### src/rtl/md5bc_pkg.sv
// ----------------------------------------------------------------------------
// md5bc_pkg
// Types, constants and round functions shared by the MD5 compression block.
// ----------------------------------------------------------------------------
package md5bc_pkg;

   localparam logic [31:0] IV_A = 32'h67452301;
   localparam logic [31:0] IV_B = 32'hefcdab89;
   localparam logic [31:0] IV_C = 32'h98badcfe;
   localparam logic [31:0] IV_D = 32'h10325476;

   localparam logic [1:0] PHASE_F = 2'd0;
   localparam logic [1:0] PHASE_G = 2'd1;
   localparam logic [1:0] PHASE_H = 2'd2;
   localparam logic [1:0] PHASE_I = 2'd3;

   typedef struct packed {
      logic       word_we;
      logic [3:0] word_idx;
      logic       load_iv;
      logic       start;
      logic       round_en;
      logic [5:0] round_idx;
      logic       finish;
      logic [1:0] out_idx;
   } cmd_type;

   function automatic logic [31:0] sine_const(input logic [5:0] i);
      logic [31:0] k;
      case (i)
         6'd0:  k = 32'hd76aa478;
         6'd1:  k = 32'he8c7b756;
         6'd2:  k = 32'h242070db;
         6'd3:  k = 32'hc1bdceee;
         6'd4:  k = 32'hf57c0faf;
         6'd5:  k = 32'h4787c62a;
         6'd6:  k = 32'ha8304613;
         6'd7:  k = 32'hfd469501;
         6'd8:  k = 32'h698098d8;
         6'd9:  k = 32'h8b44f7af;
         6'd10: k = 32'hffff5bb1;
         6'd11: k = 32'h895cd7be;
         6'd12: k = 32'h6b901122;
         6'd13: k = 32'hfd987193;
         6'd14: k = 32'ha679438e;
         6'd15: k = 32'h49b40821;
         6'd16: k = 32'hf61e2562;
         6'd17: k = 32'hc040b340;
         6'd18: k = 32'h265e5a51;
         6'd19: k = 32'he9b6c7aa;
         6'd20: k = 32'hd62f105d;
         6'd21: k = 32'h02441453;
         6'd22: k = 32'hd8a1e681;
         6'd23: k = 32'he7d3fbc8;
         6'd24: k = 32'h21e1cde6;
         6'd25: k = 32'hc33707d6;
         6'd26: k = 32'hf4d50d87;
         6'd27: k = 32'h455a14ed;
         6'd28: k = 32'ha9e3e905;
         6'd29: k = 32'hfcefa3f8;
         6'd30: k = 32'h676f02d9;
         6'd31: k = 32'h8d2a4c8a;
         6'd32: k = 32'hfffa3942;
         6'd33: k = 32'h8771f681;
         6'd34: k = 32'h6d9d6122;
         6'd35: k = 32'hfde5380c;
         6'd36: k = 32'ha4beea44;
         6'd37: k = 32'h4bdecfa9;
         6'd38: k = 32'hf6bb4b60;
         6'd39: k = 32'hbebfbc70;
         6'd40: k = 32'h289b7ec6;
         6'd41: k = 32'heaa127fa;
         6'd42: k = 32'hd4ef3085;
         6'd43: k = 32'h04881d05;
         6'd44: k = 32'hd9d4d039;
         6'd45: k = 32'he6db99e5;
         6'd46: k = 32'h1fa27cf8;
         6'd47: k = 32'hc4ac5665;
         6'd48: k = 32'hf4292244;
         6'd49: k = 32'h432aff97;
         6'd50: k = 32'hab9423a7;
         6'd51: k = 32'hfc93a039;
         6'd52: k = 32'h655b59c3;
         6'd53: k = 32'h8f0ccc92;
         6'd54: k = 32'hffeff47d;
         6'd55: k = 32'h85845dd1;
         6'd56: k = 32'h6fa87e4f;
         6'd57: k = 32'hfe2ce6e0;
         6'd58: k = 32'ha3014314;
         6'd59: k = 32'h4e0811a1;
         6'd60: k = 32'hf7537e82;
         6'd61: k = 32'hbd3af235;
         6'd62: k = 32'h2ad7d2bb;
         default: k = 32'heb86d391;
      endcase
      return k;
   endfunction

   function automatic logic [4:0] shift_amount(input logic [5:0] i);
      logic [4:0] s;
      case ({i[5:4], i[1:0]})
         4'd0:  s = 5'd7;
         4'd1:  s = 5'd12;
         4'd2:  s = 5'd17;
         4'd3:  s = 5'd22;
         4'd4:  s = 5'd5;
         4'd5:  s = 5'd9;
         4'd6:  s = 5'd14;
         4'd7:  s = 5'd20;
         4'd8:  s = 5'd4;
         4'd9:  s = 5'd11;
         4'd10: s = 5'd16;
         4'd11: s = 5'd23;
         4'd12: s = 5'd6;
         4'd13: s = 5'd10;
         4'd14: s = 5'd15;
         default: s = 5'd21;
      endcase
      return s;
   endfunction

   function automatic logic [3:0] msg_index(input logic [5:0] i);
      logic [3:0] r;
      case (i[5:4])
         PHASE_F: r = i[3:0];
         PHASE_G: r = 4'(i[3:0] * 4'd5 + 4'd1);
         PHASE_H: r = 4'(i[3:0] * 4'd3 + 4'd5);
         PHASE_I: r = 4'(i[3:0] * 4'd7);
         default: r = i[3:0];
      endcase
      return r;
   endfunction

   function automatic logic [31:0] round_fn(input logic [1:0] phase, input logic [31:0] b,
                                            input logic [31:0] c, input logic [31:0] d);
      logic [31:0] f;
      case (phase)
         PHASE_F: f = (b & c) | (~b & d);
         PHASE_G: f = (b & d) | (c & ~d);
         PHASE_H: f = b ^ c ^ d;
         PHASE_I: f = c ^ (b | ~d);
         default: f = b ^ c ^ d;
      endcase
      return f;
   endfunction

   function automatic logic [31:0] swap_bytes(input logic [31:0] v);
      return {v[7:0], v[15:8], v[23:16], v[31:24]};
   endfunction

endpackage

### src/rtl/md5bc_ctrl.sv
// ----------------------------------------------------------------------------
// md5bc_ctrl
// Sequencer: word loading, 64 round steps, chain update and digest readout.
// ----------------------------------------------------------------------------
module md5bc_ctrl
   import md5bc_pkg::*;
(
   input  logic    clock,
   input  logic    reset,
   input  logic    req_valid,
   input  logic    req_new_message,
   output logic    req_stall,
   output logic    rsp_valid,
   output logic    rsp_digest_last,
   input  logic    rsp_stall,
   output cmd_type cmd
);

   localparam logic [1:0] ST_LOAD   = 2'd0;
   localparam logic [1:0] ST_ROUND  = 2'd1;
   localparam logic [1:0] ST_FINISH = 2'd2;

   logic [1:0] state_ff, state_in;
   logic [3:0] word_count_ff, word_count_in;
   logic [5:0] round_ff, round_in;
   logic       out_busy_ff, out_busy_in;
   logic [1:0] out_idx_ff, out_idx_in;

   logic req_accept;
   logic rsp_accept;
   logic finish;

   assign req_stall  = (state_ff != ST_LOAD);
   assign req_accept = req_valid && !req_stall;
   assign rsp_valid  = out_busy_ff;
   assign rsp_accept = out_busy_ff && !rsp_stall;
   assign rsp_digest_last = (out_idx_ff == 2'd3);
   assign finish = (state_ff == ST_FINISH) && !out_busy_ff;

   always_comb begin
      cmd.word_we   = req_accept;
      cmd.word_idx  = word_count_ff;
      cmd.load_iv   = req_accept && (word_count_ff == 4'd0) && req_new_message;
      cmd.start     = req_accept && (word_count_ff == 4'd15);
      cmd.round_en  = (state_ff == ST_ROUND);
      cmd.round_idx = round_ff;
      cmd.finish    = finish;
      cmd.out_idx   = out_idx_ff;
   end

   always_comb begin
      state_in      = state_ff;
      word_count_in = word_count_ff;
      round_in      = round_ff;
      out_busy_in   = out_busy_ff;
      out_idx_in    = out_idx_ff;
      case (state_ff)
         ST_LOAD: begin
            if (req_accept) begin
               word_count_in = word_count_ff + 4'd1;
               if (word_count_ff == 4'd15) begin
                  state_in = ST_ROUND;
                  round_in = 6'd0;
               end
            end
         end
         ST_ROUND: begin
            round_in = round_ff + 6'd1;
            if (round_ff == 6'd63) begin
               state_in = ST_FINISH;
            end
         end
         ST_FINISH: begin
            if (finish) begin
               state_in = ST_LOAD;
            end
         end
         default: begin
            state_in = ST_LOAD;
         end
      endcase
      if (rsp_accept) begin
         out_idx_in = out_idx_ff + 2'd1;
         if (out_idx_ff == 2'd3) begin
            out_busy_in = 1'b0;
         end
      end
      if (finish) begin
         out_busy_in = 1'b1;
         out_idx_in  = 2'd0;
      end
   end

   always_ff @(posedge clock) begin
      if (reset) begin
         state_ff      <= ST_LOAD;
         word_count_ff <= 4'd0;
         round_ff      <= 6'd0;
         out_busy_ff   <= 1'b0;
         out_idx_ff    <= 2'd0;
      end else begin
         state_ff      <= state_in;
         word_count_ff <= word_count_in;
         round_ff      <= round_in;
         out_busy_ff   <= out_busy_in;
         out_idx_ff    <= out_idx_in;
      end
   end

endmodule

### src/rtl/md5bc_datapath.sv
// ----------------------------------------------------------------------------
// md5bc_datapath
// Block buffer, working registers a-d, one MD5 step per cycle, chain and
// digest output registers.
// ----------------------------------------------------------------------------
module md5bc_datapath
   import md5bc_pkg::*;
(
   input  logic        clock,
   input  logic        reset,
   input  cmd_type     cmd,
   input  logic [31:0] req_msg_word,
   output logic [31:0] rsp_digest_word
);

   logic [31:0] block_ff [16];
   logic [31:0] chain_ff [4];
   logic [31:0] work_ff  [4];
   logic [31:0] digest_ff [4];

   logic [1:0]  phase;
   logic [31:0] fn;
   logic [31:0] step_sum;
   logic [63:0] rot_wide;
   logic [31:0] new_b;
   logic [31:0] chain_sum [4];

   assign phase    = cmd.round_idx[5:4];
   assign fn       = round_fn(phase, work_ff[1], work_ff[2], work_ff[3]);
   assign step_sum = work_ff[0] + fn + sine_const(cmd.round_idx)
                     + block_ff[msg_index(cmd.round_idx)];
   assign rot_wide = {step_sum, step_sum} << shift_amount(cmd.round_idx);
   assign new_b    = work_ff[1] + rot_wide[63:32];

   always_comb begin
      for (int k = 0; k < 4; k++) begin
         chain_sum[k] = chain_ff[k] + work_ff[k];
      end
   end

   assign rsp_digest_word = digest_ff[cmd.out_idx];

   always_ff @(posedge clock) begin
      if (cmd.word_we) begin
         block_ff[cmd.word_idx] <= req_msg_word;
      end
      if (cmd.finish) begin
         for (int k = 0; k < 4; k++) begin
            digest_ff[k] <= swap_bytes(chain_sum[k]);
         end
      end
   end

   always_ff @(posedge clock) begin
      if (reset) begin
         chain_ff[0] <= IV_A;
         chain_ff[1] <= IV_B;
         chain_ff[2] <= IV_C;
         chain_ff[3] <= IV_D;
         for (int k = 0; k < 4; k++) begin
            work_ff[k] <= 32'd0;
         end
      end else begin
         if (cmd.load_iv) begin
            chain_ff[0] <= IV_A;
            chain_ff[1] <= IV_B;
            chain_ff[2] <= IV_C;
            chain_ff[3] <= IV_D;
         end else if (cmd.finish) begin
            for (int k = 0; k < 4; k++) begin
               chain_ff[k] <= chain_sum[k];
            end
         end
         if (cmd.start) begin
            for (int k = 0; k < 4; k++) begin
               work_ff[k] <= chain_ff[k];
            end
         end else if (cmd.round_en) begin
            // a <= d, b <= b + rot, c <= b, d <= c
            work_ff[0] <= work_ff[3];
            work_ff[1] <= new_b;
            work_ff[2] <= work_ff[1];
            work_ff[3] <= work_ff[2];
         end
      end
   end

endmodule

### src/rtl/md5_block_compress.sv
// ----------------------------------------------------------------------------
// md5_block_compress
// MD5 compression over a stream of padded 32-bit little-endian message words.
// ----------------------------------------------------------------------------
// Usage:
//   req_* carries one message word per transfer, sixteen per 512-bit block.
//   req_new_message on a block's first word restarts the chain from the
//   standard initial values; elsewhere it is ignored.
//   rsp_* returns four words per block: chain a, b, c, d, byte-reversed;
//   rsp_digest_last marks d.
// Timing:
//   Words are taken one per cycle while req_stall is low. After the sixteenth
//   word the block stalls req_ through the round steps (one MD5 step per cycle
//   in a single round unit) and the chain add. The first digest word is valid
//   once the chain add has filled the digest output registers.
//   The digest sits in its own output registers, so the next block loads
//   while the previous digest drains.
// Stall: a stalled rsp_ holds its word; if the previous digest has not been
//   taken when the next block finishes, the chain add waits for it.
// Reset: synchronous; chain returns to the initial values, no words pending.
// ----------------------------------------------------------------------------
module md5_block_compress
   import md5bc_pkg::*;
(
   input  logic        clock,
   input  logic        reset,
   input  logic        req_valid,
   output logic        req_stall,
   input  logic [31:0] req_msg_word,
   input  logic        req_new_message,
   output logic        rsp_valid,
   input  logic        rsp_stall,
   output logic [31:0] rsp_digest_word,
   output logic        rsp_digest_last
);

   cmd_type cmd;

   md5bc_ctrl u_ctrl (
      .clock           (clock),
      .reset           (reset),
      .req_valid       (req_valid),
      .req_new_message (req_new_message),
      .req_stall       (req_stall),
      .rsp_valid       (rsp_valid),
      .rsp_digest_last (rsp_digest_last),
      .rsp_stall       (rsp_stall),
      .cmd             (cmd)
   );

   md5bc_datapath u_datapath (
      .clock           (clock),
      .reset           (reset),
      .cmd             (cmd),
      .req_msg_word    (req_msg_word),
      .rsp_digest_word (rsp_digest_word)
   );

   a_start_runs: assert property (@(posedge clock) disable iff (reset)
      cmd.start |=> (cmd.round_en && cmd.round_idx == 6'd0))
      else $error("round sequence did not begin after last word");

   a_finish_loads_out: assert property (@(posedge clock) disable iff (reset)
      cmd.finish |=> (rsp_valid && !rsp_digest_last))
      else $error("digest not presented after chain update");

   a_finish_empty: assert property (@(posedge clock) disable iff (reset)
      cmd.finish |-> !rsp_valid)
      else $error("chain update overwrote an undelivered digest");

   a_no_load_in_rounds: assert property (@(posedge clock) disable iff (reset)
      (req_valid && !req_stall) |-> !cmd.round_en)
      else $error("word accepted during round steps");

endmodule
### config.mk
export PLATFORM = sky130hd
export DESIGN_NAME = md5_block_compress
export DESIGN_NICKNAME = d
export VERILOG_FILES = /design/src/rtl/md5bc_pkg.sv /design/src/rtl/md5bc_ctrl.sv /design/src/rtl/md5bc_datapath.sv /design/src/rtl/md5_block_compress.sv
export SDC_FILE = /design/constraint.sdc
export NUM_CORES = 2
export LEC_CHECK = 0
export ABC_AREA = 1
export BUFFER_PORTS_ARGS = -buffer_cell sky130_fd_sc_hd__buf_2
export CORE_ASPECT_RATIO = 1.75
export CORE_UTILIZATION = 51
export CTS_CLUSTER_DIAMETER = 40
export DETAILED_ROUTE_END_ITERATION = 12
export HOLD_SLACK_MARGIN = 0.15
export PLACE_DENSITY = 0.64
export SKIP_CTS_REPAIR_TIMING = 1
export SYNTH_ARGS = -nofsm -noshare
export SYNTH_HDL_FRONTEND = slang
export SYNTH_SLANG_ARGS = --single-unit
export TNS_END_PERCENT = 50
### constraint.sdc
create_clock -name clock -period 13.6 [get_ports clock]
set_input_delay 1.36 -clock clock [delete_from_list [all_inputs] [get_ports clock]]
set_output_delay 1.36 -clock clock [all_outputs]
set_load 0.02 [all_outputs]
==> reports/summary.txt <==
Area growth, synth to finish: 10.2%
First DRT Iteration DRCs: 3,979
Placed cell count: 7,324
Core box area: 0.106 sq mm
Total number of vias: 45.7k
CP Launch Point: u_ctrl.round_ff[4]$_SDFFE_PP0P_
Routability cong.: 1.05
Max Clk Rate: 95.9 MHz
DR vias/cell: 6.06
Worst path max stage delay: 0.82 ns
Synth Warn #: 0
Worst r2r src: u_ctrl.round_ff[4]$_SDFFE_PP0P_
Nets@finish: 6,394
Outcome: complete, no violations
CTS H-tree lvls: 3
Pwr dens: 127 mW/mm^2
CP Data Arrival Time: 10.91 ns
Hold Vio Cnt, Final: 0
Final Setup Violations: 0
Worst Path Required: 14.08 ns
Critical Path Fanout Max: 113
Crit Path Class: flip-flop to flip-flop
Die width: 250 microns
Root Buffer: clkbuf_16
Setup TNS: 0 ns
Post-synth EDFFs: 864
Number of max-cap violations: 0
Yosys cell types: 67
Post-DP HPWL: 150,000 microns
Deepest clock path buffer count: 3
Unrepaired setup endpoints after global routing: no
Fraction of registers with async set or reset after synthesis: 0%
CP Launch Type: flip-flop
Clock-pin slew on the worst setup and hold paths: 0.06 ns
Initial Utilization: 51.6%
Share of layout cells above drive strength 1: 7.33%
Post-Syn Area: 0.0548 sq mm
Critical path's most frequent cell: nand2_1
WL/cell: 27.3 microns
Final period utilization: 76.7%
Slew HR: 10.6%
Worst skew pair latency: 0.76 ns
DRT Pass-1 Iters: 7
Num CTS Buffers: 106
Layout Cells excl Fill: 7,530
Clock skew: 0.0571 ns
Hold wc startpoint: u_datapath.chain_ff[2][13]$_SDFFE_PP0P_
Syn_nets: 6,382
Tightest Pin Transition: 1.33 ns
Chip Height: 436 microns
Tmin final: 10.43 ns
Final Slew Violations: 0
Core Util, Final: 56.8%
Synthesized flop and latch total: 950
Filler cells: 9,498
Max rail drop VDD: 0.132 mV
Vias in the first global route: 45.2k
First-pass GRT wire length: 298,000 microns
Total grt overflow: 0
Pleak: 24.2 nW
Port Buffers: 71
# rows: 158
Synth Area per Inst: 9.04 sq um
Mapped Cells: 6,060
Slowest cell on crit path: inv_6
Largest net degree at the start of global routing: 114
Ys flop type: edfxtp_1
Crit path max-delay family: simple AND/OR/NAND/NOR gates
Post-DRT Antenna Nets: 0
Number of I/O pins: 72
Total power: 7.67 mW
Clock sink count: 950
Crit. End Element: flip-flop
Worst Hold Class: flip-flop to flip-flop
TritonCTS clock tree: yes
Critical path buffer and inverter count: 12
Post-synthesis sequential area ratio: 50.5%
Initial antenna violation count: 7
DRC: 0
Die Footprint: 0.109 sq mm
Final WL: 206,000 microns
GRT Total Usage: 37.8%
## sequential cells by signal, summed over array words and instances (netlist names), named ones only
name and cells:
u_ctrl.out_idx_ff 2, u_datapath.work_ff 128, u_datapath.block_ff 512, u_ctrl.round_ff 6, u_datapath.chain_ff 128, u_ctrl.state_ff 2, u_ctrl.word_count_ff 4, u_datapath.digest_ff 128
u_ctrl.rsp_valid 1
## per-layer routing
| layer | wire length (microns) | part of all wire, % | global-route usage, % |
|---|---|---|---|
| met3 | 13600 | 6.6 | 6.15 |
| met2 | 104000 | 51 | 66.6 |
| met5 | 28 | 0.014 | 0 |
| met4 | 18900 | 9.2 | 30.4 |
| met1 | 69300 | 34 | 39.6 |
## worst register-to-register path: cells and delay by family, from the launching register on
kind                     cells  cell delay [ns]
flip-flops                   1             0.42
buffers and inverters       12             2.67
adder cells (fa/ha/maj)      4             1.41
AO/OA/AOI/OAI               11             2.14
XOR/XNOR                     1             0.47
AND/OR/NAND/NOR             22             3.06
## layout by cell type (no fill, tap or decap), drive strengths merged, types with 8 or more instances in the layout
cell,Yosys,final
nand2,1377,1377
edfxtp,864,864
inv,682,703
nand3,513,513
o21ai,436,436
a21oi,407,407
nor2,397,397
ha,216,216
buf,70,154
o211ai,127,127
clkbuf,180,126
xor2,90,90
dfxtp,86,86
o22ai,70,70
fa,69,69
a32o,65,65
xnor2,62,62
clkinv,5,50
a31oi,44,44
or2,40,40
a21boi,37,37
nor3,36,36
nand4,24,24
o21bai,21,21
o221ai,20,20
o21a,17,17
a21o,15,15
o31ai,12,12
a311oi,9,9
a211oi,8,8
a221oi,8,8
## stage by stage
stage	worst slack, ns	hold WS (ns)	area, sq um
finish	3.17	0.496	60300
global route	2.47	0.527	60300
CTS	3.20	0.492	60300
detailed placement	3.24	0.482	56700
global placement	3.23	0.474	56700
floorplan	4.94	0.459	54800
## power breakdown
group	switching [mW]	internal [mW]
Clock	1.34	1.62
Sequential	0.0406	3.23
Combinational	1.01	0.437
## path summary, 6_finish.rpt
path | cells after the start | slack [ns] | endpoint
worst max-delay path | 50 | 3.17 | u_datapath.work_ff[1][23]$_SDFFCE_PP0P_
worst min-delay path | 2 | 0.50 | u_datapath.chain_ff[2][13]$_SDFFE_PP0P_
worst max register to register | 50 | 3.17 | u_datapath.work_ff[1][23]$_SDFFCE_PP0P_
worst min register to register | 2 | 0.50 | u_datapath.chain_ff[2][13]$_SDFFE_PP0P_
## cell type report
cell class,instances,area [sq um],area share (%)
tap,1360,1700,2.82
multi-input combinational,4173,23800,39.4
inverter,687,2590,4.29
clock buffer,126,2750,4.55
antenna,5,12.5,0.0207
sequential,950,27700,45.8
clock inverter,75,887,1.47
timing repair buffer,154,991,1.64
## cell families after synthesis
family                   after synthesis  share of synthesized area [%]
AND/OR/NAND/NOR                     2409                           18.3
adder cells (fa/ha/maj)              285                           7.46
XOR/XNOR                             152                           2.43
flip-flops                           950                           50.5
buffers and inverters                937                           6.53
AO/OA/AOI/OAI                       1322                           14.7
multiplexers                           5                         0.0914
## Yosys cell counts (5+ instances only)
cell,count,area (sq um)
a31oi_1,44,275
o31ai_1,11,82.6
o211ai_1,125,938
dfxtp_1,86,1720
xor2_1,90,788
a21oi_1,394,1970
o22ai_1,70,438
buf_1,32,120
inv_1,669,2510
nor3_1,36,180
clkinv_1,5,18.8
nand3b_1,7,52.6
nor4_1,6,37.5
nand3_1,509,2550
a21o_1,15,113
a32o_1,65,651
o2111ai_1,7,61.3
nand2_2,7,43.8
edfxtp_1,864,25900
o21ai_0,410,2050
buf_2,35,175
inv_2,13,48.8
a211oi_1,8,60.1
ha_1,216,2700
a21boi_2,8,90.1
or2_2,34,213
a311oi_1,9,78.8
a21boi_0,25,188
clkbuf_1,180,676
a21oi_2,12,105
nor2_1,389,1460
nand4_1,24,150
and2_1,5,31.3
fa_1,69,1380
o21ai_1,23,115
o21a_1,17,128
o21bai_1,21,158
mux2i_1,5,50.1
o221ai_1,20,175
a221oi_1,8,70.1
nand2_1,1368,5130
nor2_2,7,43.8
xnor2_1,62,543
Power figures use the tool's default switching activity.
